==> src/adc_trimmed_mean_averager_core_defines.svh <==
// Assertion macros shared by the averager's RTL files.
`ifndef ADC_TRIMMED_MEAN_AVERAGER_CORE_DEFINES_SVH
`define ADC_TRIMMED_MEAN_AVERAGER_CORE_DEFINES_SVH

`ifndef SYNTHESIS

// The property must hold at every clock edge outside reset.
`define ATM_ASSERT(lbl, prop) \
   lbl: assert property (@(posedge clock) disable iff (reset) prop) \
      else $error("assertion failed");

// The condition must never be true outside reset.
`define ATM_NEVER(lbl, cond) \
   lbl: assert property (@(posedge clock) disable iff (reset) !(cond)) \
      else $error("forbidden condition seen");

`else

`define ATM_ASSERT(lbl, prop)
`define ATM_NEVER(lbl, cond)

`endif

`endif

==> src/atm_pkg.sv <==
// Types and constants shared by the averager's modules.
package atm_pkg;

   localparam int SAMPLE_W = 12;
   localparam int SUM_W    = 20;
   localparam int COUNT_W  = 8;
   localparam int PHASE_W  = 9;

   localparam int WARMUP_DISCARDS_DEFAULT = 2;

   localparam logic [COUNT_W-1:0]  SAMPLE_COUNT_RESET = 8'd8;
   localparam logic [SAMPLE_W-1:0] LOW_SEEN_RESET     = 12'hfff;
   localparam logic [SAMPLE_W-1:0] HIGH_SEEN_RESET    = 12'h000;

   // One finished burst, handed from the front to the divider.
   typedef struct packed {
      logic [SUM_W-1:0]    sum;
      logic [SAMPLE_W-1:0] low;
      logic [SAMPLE_W-1:0] high;
      logic [COUNT_W-1:0]  taken;
   } atm_job_type;

   typedef enum logic [3:0] {
      ST_IDLE = 4'b0001,
      ST_PREP = 4'b0010,
      ST_DIV  = 4'b0100,
      ST_OUT  = 4'b1000
   } atm_back_state_type;

endpackage

==> src/atm_front.sv <==
// Front end: takes conversions, skips warm-up, accumulates sum, min and max.
`include "adc_trimmed_mean_averager_core_defines.svh"

module atm_front #(
   parameter int WARMUP_DISCARDS = atm_pkg::WARMUP_DISCARDS_DEFAULT
) (
   input  logic                          clock,
   input  logic                          reset,
   input  logic                          req_valid,
   output logic                          req_ready,
   input  logic [7:0]                    req_adc_high,
   input  logic [7:0]                    req_adc_low,
   input  logic                          csr_valid,
   output logic                          csr_ready,
   input  logic [atm_pkg::COUNT_W-1:0]   csr_sample_count,
   output logic                          job_valid,
   input  logic                          job_ready,
   output atm_pkg::atm_job_type          job
);
   import atm_pkg::*;

   localparam logic [PHASE_W-1:0] WARMUP = PHASE_W'(WARMUP_DISCARDS);

   logic [COUNT_W-1:0]  sample_count_ff, sample_count_in;
   logic [PHASE_W-1:0]  phase_count_ff, phase_count_in;
   logic [SUM_W-1:0]    running_sum_ff, running_sum_in;
   logic [SAMPLE_W-1:0] low_seen_ff, low_seen_in;
   logic [SAMPLE_W-1:0] high_seen_ff, high_seen_in;

   logic [SAMPLE_W-1:0] sample;
   logic [SAMPLE_W-1:0] low_new;
   logic [SAMPLE_W-1:0] high_new;
   logic [SUM_W-1:0]    sum_new;
   logic [COUNT_W-1:0]  count_eff;
   logic [PHASE_W-1:0]  taken;
   logic                in_warmup;
   logic                burst_end;
   logic                accept;

   assign csr_ready = 1'b1;
   // The queue always has room when a beat is taken, so a burst end never stalls.
   assign req_ready = job_ready;
   assign accept    = req_valid && req_ready;

   always_comb begin
      sample    = {req_adc_high, req_adc_low[7:4]};
      count_eff = (sample_count_ff == '0) ? COUNT_W'(1) : sample_count_ff;
      in_warmup = phase_count_ff < WARMUP;
      high_new  = (sample > high_seen_ff) ? sample : high_seen_ff;
      low_new   = (sample < low_seen_ff) ? sample : low_seen_ff;
      sum_new   = running_sum_ff + SUM_W'(sample);
      taken     = phase_count_ff + PHASE_W'(1) - WARMUP;
      burst_end = !in_warmup && (taken >= {1'b0, count_eff});

      job_valid = accept && burst_end;
      job.sum   = sum_new;
      job.low   = low_new;
      job.high  = high_new;
      job.taken = taken[COUNT_W-1:0];

      sample_count_in = (csr_valid && csr_ready) ? csr_sample_count : sample_count_ff;
      phase_count_in  = phase_count_ff;
      running_sum_in  = running_sum_ff;
      low_seen_in     = low_seen_ff;
      high_seen_in    = high_seen_ff;
      if (accept) begin
         if (in_warmup) begin
            phase_count_in = phase_count_ff + PHASE_W'(1);
         end else if (burst_end) begin
            phase_count_in = '0;
            running_sum_in = '0;
            low_seen_in    = LOW_SEEN_RESET;
            high_seen_in   = HIGH_SEEN_RESET;
         end else begin
            phase_count_in = phase_count_ff + PHASE_W'(1);
            running_sum_in = sum_new;
            low_seen_in    = low_new;
            high_seen_in   = high_new;
         end
      end
   end

   always_ff @(posedge clock) begin
      if (reset) begin
         sample_count_ff <= SAMPLE_COUNT_RESET;
         phase_count_ff  <= '0;
         running_sum_ff  <= '0;
         low_seen_ff     <= LOW_SEEN_RESET;
         high_seen_ff    <= HIGH_SEEN_RESET;
      end else begin
         sample_count_ff <= sample_count_in;
         phase_count_ff  <= phase_count_in;
         running_sum_ff  <= running_sum_in;
         low_seen_ff     <= low_seen_in;
         high_seen_ff    <= high_seen_in;
      end
   end

   // A burst never runs past the largest count, so the phase stays bounded.
   `ATM_ASSERT(a_phase_bounded, phase_count_ff < WARMUP + PHASE_W'(255))
   `ATM_NEVER(a_push_when_full, job_valid && !job_ready)

endmodule

==> src/atm_queue.sv <==
// Two-entry queue of finished bursts between the front end and the divider.
`include "adc_trimmed_mean_averager_core_defines.svh"

module atm_queue (
   input  logic                 clock,
   input  logic                 reset,
   input  logic                 push_valid,
   output logic                 push_ready,
   input  atm_pkg::atm_job_type push_job,
   output logic                 pop_valid,
   input  logic                 pop_ready,
   output atm_pkg::atm_job_type pop_job
);
   import atm_pkg::*;

   atm_job_type entries_ff [2];
   logic        wr_ptr_ff, wr_ptr_in;
   logic        rd_ptr_ff, rd_ptr_in;
   logic [1:0]  fill_ff, fill_in;
   logic        do_push;
   logic        do_pop;

   assign push_ready = fill_ff != 2'd2;
   assign pop_valid  = fill_ff != 2'd0;
   assign pop_job    = entries_ff[rd_ptr_ff];
   assign do_push    = push_valid && push_ready;
   assign do_pop     = pop_valid && pop_ready;

   always_comb begin
      wr_ptr_in = do_push ? !wr_ptr_ff : wr_ptr_ff;
      rd_ptr_in = do_pop ? !rd_ptr_ff : rd_ptr_ff;
      fill_in   = fill_ff + 2'(do_push) - 2'(do_pop);
   end

   always_ff @(posedge clock) begin
      if (do_push) begin
         entries_ff[wr_ptr_ff] <= push_job;
      end
   end

   always_ff @(posedge clock) begin
      if (reset) begin
         wr_ptr_ff <= 1'b0;
         rd_ptr_ff <= 1'b0;
         fill_ff   <= 2'd0;
      end else begin
         wr_ptr_ff <= wr_ptr_in;
         rd_ptr_ff <= rd_ptr_in;
         fill_ff   <= fill_in;
      end
   end

   `ATM_NEVER(a_fill_over, fill_ff == 2'd3)
   // With one entry held the pointers differ; empty or full they coincide.
   `ATM_ASSERT(a_ptr_fill, (fill_ff == 2'd1) == (wr_ptr_ff != rd_ptr_ff))

endmodule

==> src/atm_back.sv <==
// Back end: trims min and max when more than two samples were taken, divides by the samples kept, holds the result.
`include "adc_trimmed_mean_averager_core_defines.svh"

module atm_back (
   input  logic                          clock,
   input  logic                          reset,
   input  logic                          job_valid,
   output logic                          job_ready,
   input  atm_pkg::atm_job_type          job,
   output logic                          rsp_valid,
   input  logic                          rsp_ready,
   output logic [atm_pkg::SAMPLE_W-1:0]  rsp_average
);
   import atm_pkg::*;

   localparam int STEP_W = $clog2(SUM_W);

   atm_back_state_type  state_ff, state_in;
   atm_job_type         job_ff, job_in;
   logic [SUM_W-1:0]    num_ff, num_in;
   logic [COUNT_W-1:0]  divisor_ff, divisor_in;
   logic [COUNT_W-1:0]  rem_ff, rem_in;
   logic [STEP_W-1:0]   step_ff, step_in;
   logic [SAMPLE_W-1:0] average_ff, average_in;

   logic [COUNT_W:0]    shifted;
   logic                fits;
   logic                trimmed;

   assign job_ready   = state_ff == ST_IDLE;
   assign rsp_valid   = state_ff == ST_OUT;
   assign rsp_average = average_ff;

   always_comb begin
      shifted = {rem_ff, num_ff[SUM_W-1]};
      fits    = shifted >= {1'b0, divisor_ff};
      trimmed = job_ff.taken > COUNT_W'(2);

      state_in   = state_ff;
      job_in     = job_ff;
      num_in     = num_ff;
      divisor_in = divisor_ff;
      rem_in     = rem_ff;
      step_in    = step_ff;
      average_in = average_ff;

      case (state_ff)
         ST_IDLE: begin
            if (job_valid) begin
               job_in   = job;
               state_in = ST_PREP;
            end
         end
         ST_PREP: begin
            if (trimmed) begin
               num_in     = job_ff.sum - SUM_W'(job_ff.low) - SUM_W'(job_ff.high);
               divisor_in = job_ff.taken - COUNT_W'(2);
            end else begin
               num_in     = job_ff.sum;
               divisor_in = job_ff.taken;
            end
            rem_in   = '0;
            step_in  = '0;
            state_in = ST_DIV;
         end
         ST_DIV: begin
            // Restoring division, one quotient bit per cycle shifted into num.
            if (fits) begin
               rem_in = COUNT_W'(shifted - {1'b0, divisor_ff});
            end else begin
               rem_in = shifted[COUNT_W-1:0];
            end
            num_in  = {num_ff[SUM_W-2:0], fits};
            step_in = step_ff + STEP_W'(1);
            if (step_ff == STEP_W'(SUM_W - 1)) begin
               average_in = SAMPLE_W'({num_ff[SUM_W-2:0], fits});
               state_in   = ST_OUT;
            end
         end
         ST_OUT: begin
            if (rsp_ready) begin
               state_in = ST_IDLE;
            end
         end
         default: begin
            state_in = ST_IDLE;
         end
      endcase
   end

   always_ff @(posedge clock) begin
      job_ff     <= job_in;
      num_ff     <= num_in;
      divisor_ff <= divisor_in;
      rem_ff     <= rem_in;
      step_ff    <= step_in;
      average_ff <= average_in;
   end

   always_ff @(posedge clock) begin
      if (reset) begin
         state_ff <= ST_IDLE;
      end else begin
         state_ff <= state_in;
      end
   end

   `ATM_ASSERT(a_div_nonzero, (state_ff != ST_DIV) || (divisor_ff != '0))
   `ATM_ASSERT(a_out_then_idle, (rsp_valid && rsp_ready) |=> (state_ff == ST_IDLE))

endmodule

==> src/adc_trimmed_mean_averager_core.sv <==
// After the beat that ends a burst, the back end loads the burst from the queue, trims it,
// runs 20 restoring-divide steps, and holds the result in an output register until taken.
// Throughput: one conversion per cycle while the two-entry burst queue has room; one
// burst per WARMUP_DISCARDS + sample_count conversions; one burst is divided at a time.
// Reset is synchronous: sample_count returns to 8, the burst restarts at warm-up, and
// the queue and divider are emptied.
module adc_trimmed_mean_averager_core #(
   parameter int WARMUP_DISCARDS = atm_pkg::WARMUP_DISCARDS_DEFAULT
) (
   input  logic                          clock,
   input  logic                          reset,
   input  logic                          req_valid,
   output logic                          req_ready,
   input  logic [7:0]                    req_adc_high,
   input  logic [7:0]                    req_adc_low,
   output logic                          rsp_valid,
   input  logic                          rsp_ready,
   output logic [atm_pkg::SAMPLE_W-1:0]  rsp_average,
   input  logic                          csr_valid,
   output logic                          csr_ready,
   input  logic [atm_pkg::COUNT_W-1:0]   csr_sample_count
);
   import atm_pkg::*;

   atm_job_type front_job;
   logic        front_valid;
   logic        front_ready;
   atm_job_type back_job;
   logic        back_valid;
   logic        back_ready;

   atm_front #(
      .WARMUP_DISCARDS(WARMUP_DISCARDS)
   ) u_front (
      .clock           (clock),
      .reset           (reset),
      .req_valid       (req_valid),
      .req_ready       (req_ready),
      .req_adc_high    (req_adc_high),
      .req_adc_low     (req_adc_low),
      .csr_valid       (csr_valid),
      .csr_ready       (csr_ready),
      .csr_sample_count(csr_sample_count),
      .job_valid       (front_valid),
      .job_ready       (front_ready),
      .job             (front_job)
   );

   atm_queue u_queue (
      .clock     (clock),
      .reset     (reset),
      .push_valid(front_valid),
      .push_ready(front_ready),
      .push_job  (front_job),
      .pop_valid (back_valid),
      .pop_ready (back_ready),
      .pop_job   (back_job)
   );

   atm_back u_back (
      .clock      (clock),
      .reset      (reset),
      .job_valid  (back_valid),
      .job_ready  (back_ready),
      .job        (back_job),
      .rsp_valid  (rsp_valid),
      .rsp_ready  (rsp_ready),
      .rsp_average(rsp_average)
   );

endmodule

==> config.mk <==
export PLATFORM = sky130hd
export DESIGN_NAME = adc_trimmed_mean_averager_core
export DESIGN_NICKNAME = d
export VERILOG_FILES = /design/src/atm_pkg.sv /design/src/atm_front.sv /design/src/atm_queue.sv /design/src/atm_back.sv /design/src/adc_trimmed_mean_averager_core.sv
export VERILOG_INCLUDE_DIRS = /design/src /design/src/src
export SDC_FILE = /design/constraint.sdc
export NUM_CORES = 1
export LEC_CHECK = 0
export ABC_AREA = 1
export BUFFER_PORTS_ARGS = -buffer_cell sky130_fd_sc_hd__buf_4
export CORE_AREA = 8 8 164 166
export CTS_BUF_LIST = sky130_fd_sc_hd__clkbuf_8
export DETAILED_ROUTE_END_ITERATION = 16
export DIE_AREA = 0 0 172 174
export PLACE_DENSITY = 0.79
export SLEW_MARGIN = 10
export SYNTH_ARGS = -nofsm -noshare
export SYNTH_HDL_FRONTEND = slang
export SYNTH_SLANG_ARGS = --single-unit
==> constraint.sdc <==
create_clock -name clock -period 5.3 [get_ports clock]
set_clock_uncertainty 0.1 [all_clocks]
set_input_delay 0.795 -clock clock [delete_from_list [all_inputs] [get_ports clock]]
set_output_delay 0.795 -clock clock [all_outputs]
set_load 0.01 [all_outputs]
==> flow_summary.toml <==
[yosys]
ys_ff_latch = 278
async_flop_share = 0
avgSynthCellArea_sq_um = 9.21
synth_cell_type_count = 43
syn_nets = 1652
yosysSeqAreaShare = 0.541
synth_top_area_frac = 0.443
synth_area_sq_um = 14200
yosysWarnings = 0
synth_edf_count = 209
netlist_instances = 1537
synth_top_cell_by_area = "edfxtp_1"
ys.flop_type = "edfxtp_1"
synth_top_cells_by_area = "edfxtp_1 44%, nand2_1 12%, dfxtp_1 9.8%"

[detailed_routing]
wl_per_cell_um = 14.5
wl_um = 28300
drtPass1Iterations = 5
drtIter0Drc = 872
drc = 0
vias_per_cell = 5.33
vias = 10400
ant_nets = 0

[setup_path]
worst-endpoint-required_ns = 5.43
cp-end-kind = "register"
cp_num_buf_inv = 4
cp_top_family = "simple AND/OR/NAND/NOR gates"
crit_chain = "ha_1, inv_1, nand2_1, nand2_1, inv_1, ha_1, inv_1, nor2_1, nand3_1, xor2_1, ha_1, nand3_1, nor3_1, nor2_1, nand3_4, nand3_1, nor2_4, buf_4"
max_stage_delay_ns = 0.78
crit_slowest_cell = "nor2_4"
start_kind = "register"
critPathMaxFanout = 34
path_class = "register to register"
arrival_ns = 4.23

[cts]
cts_resized = 0
clock_latency_ns = 0.55
cts-root-buf = "clkbuf_8"
hold_buffers = 0
cts_tree = "done"
cts-buffers-inserted = 45
clockBufferDepth = 3
postCtsSetupBuffers = 0
htree_levels = 2
cts.reportedPaths.clkPinSlew_ns = 0.06
cts.sinks = 278

[timing]
finalHoldViolCount = 0
period_share = 0.773
finalSetupViolCount = 0
fin_tns_setup_ns = 0
slew_headroom = 0.258
slew_viol_final = 0
max_slew.worst_pin.slew_ns = 1.10
timing.fmax_ghz = 0.244
post-route-min-period_ns = 4.10
rsz0062_at_grt = "no"
setup_slack_ns = 1.20

[layout]
mostFrequentLayoutCell = "nand2_1"
fillers = 2003
area_delta_synth_final_pct = 10.1
n_antenna_cell = 0
drive_above_1_share = 0.0861
layout_common_cells = "463 x nand2_1, 209 x edfxtp_1, 186 x inv_1"
stdcell_area_sq_um = 15600
fin_nets = 1694

[placement]
placed_area_sq_um = 14700
place_ws_ns = 1.22
hpwl_um = 20100
io_buffers = 38
gp_congestion = 0.961

[floorplan]
core_sq_um = 24500
dieArea_sq_um = 29900
die_h_um = 174
io_pins = 44
initial_utilization = 0.577
rows = 58
die_x_um = 172

[pwr]
p_leak_nw = 6.68
powerDensity_nw_per_um2 = 562
intPower_mw = 5.34
pwr-share-comb = 0.427
swShare = 0.391
fin_total_pwr_mw = 8.76
switching_power_mw = 3.42
p_seq_frac = 0.367
irDropWorstVdd_mv = 0.353
power_frac_clock = 0.206

[grt]
grt_pass1_wl_um = 46300
grt_use_total = 0.189
antenna_found_initial = 0
grt_max_degree = 58
grt-ovfl-total = 0
grt_pass1_vias = 9662

[outcome]
status = "completed"

[min_path]
hold_class = "register to register"

[run]
drv_cap = 0
-- worst paths after layout --
check                                                            start                                   to  slack, ns  depth (start not counted)
worst max-delay path            u_front.phase_count_ff[1]$_SDFFE_PP0P_  u_queue.entries_ff[0][28]$_DFFE_PP_       1.20                         18
worst min-delay path                        u_back.num_ff[1]$_DFFE_PP_      u_back.rsp_average[2]$_DFFE_PP_       0.35                          0
worst max register to register  u_front.phase_count_ff[1]$_SDFFE_PP0P_  u_queue.entries_ff[0][28]$_DFFE_PP_       1.20                         18
worst min register to register              u_back.num_ff[1]$_DFFE_PP_      u_back.rsp_average[2]$_DFFE_PP_       0.35                          0
-- power by group through the flow --
stage / combinational (mW) / clock [mW] / sequential [mW]
after global routing: 4.24 / 1.95 / 3.25
after CTS: 3.73 / 1.84 / 3.21
after floorplan: 2.86 / 0 / 3.19
after detailed placement: 3.70 / 0 / 3.26
final: 3.74 / 1.81 / 3.21
after global placement: 3.59 / 0 / 3.24
-- Yosys cell counts (2+ instances only) --
master / count
inv_1: 168
nor2_4: 2
ha_1: 72
dfxtp_1: 69
xnor2_1: 11
nand3_2: 12
clkinv_1: 2
clkbuf_1: 38
nand3_1: 74
a21oi_2: 4
nor4_1: 5
nand3b_1: 4
a21o_1: 3
a21boi_0: 3
o31ai_1: 2
buf_4: 3
a211oi_1: 2
edfxtp_1: 209
buf_2: 6
a21oi_1: 118
nor2_1: 89
o211ai_1: 6
or2_2: 2
nand2_2: 5
o22ai_1: 2
nor3_1: 13
buf_6: 4
fa_1: 14
o21ai_0: 72
xor2_1: 28
o21bai_1: 2
nand4_1: 20
nand2_1: 463
-- layer usage --
metal  routed length, um  GRT usage  share of wire  vias up
met5                   0          0              0        -
met4                 996     0.0787          0.035        0
met3                1680     0.0309          0.059       67
met2               13000      0.300           0.46      321
met1               12600      0.254           0.45     4753
li1                    -          -              -     5222
-- metrics by stage --
| stage | utilization | cells | hold slack [ns] |
|---|---|---|---|
| after floorplan | - | 1537 | 0.327 |
| after global placement | 0.599 | 1862 | 0.334 |
| after detailed placement | 0.599 | 1862 | 0.337 |
| after CTS | 0.635 | 1945 | 0.348 |
| after global routing | 0.635 | 1945 | 0.362 |
| final | 0.635 | 1945 | 0.348 |
-- worst register-to-register path, stage by stage (launching register included) --
cell,delay [ns]
dfxtp_1,0.40
ha_1,0.30
inv_1,0.06
nand2_1,0.06
nand2_1,0.07
inv_1,0.10
ha_1,0.15
inv_1,0.05
nor2_1,0.18
nand3_1,0.11
xor2_1,0.19
ha_1,0.32
nand3_1,0.07
nor3_1,0.13
nor2_1,0.10
nand3_4,0.09
nand3_1,0.18
nor2_4,0.78
buf_4,0.35
-- area by class of cell --
cell class              instances  area [sq um]  share of cell area
flip-flops and latches        278          7660               0.491
multi-input cells            1035          5620               0.361
clock buffers                  48           661              0.0424
inverters                     172           647              0.0415
well taps                     330           413              0.0265
repair buffers                 47           353              0.0226
clock inverters                35           229              0.0147
-- state kept, by name, summed over array words and instances (netlist names) --
name,flops
u_back.divisor_ff,8
u_back.job_ff,52
u_back.num_ff,20
u_back.rem_ff,8
u_back.rsp_average,12
u_back.state_ff,4
u_back.step_ff,5
u_front.high_seen_ff,12
u_front.low_seen_ff,12
u_front.phase_count_ff,9
u_front.running_sum_ff,20
u_front.sample_count_ff,8
u_queue.entries_ff,104
u_queue.fill_ff,2
u_queue.rd_ptr_ff,1
u_queue.wr_ptr_ff,1
-- logic make-up after synthesis --
group / count (synthesis) / share of synthesized area
AOI/OAI and AO/OA: 217 / 0.0819
xor gates and xnor gates: 39 / 0.0241
adders and majority gates: 86 / 0.0834
buffers and inverters: 224 / 0.0637
DFF: 278 / 0.541
other: 1 / 0.000265
and+or+nand+nor: 692 / 0.206
Note: power is estimated with default switching activity, not from simulation.
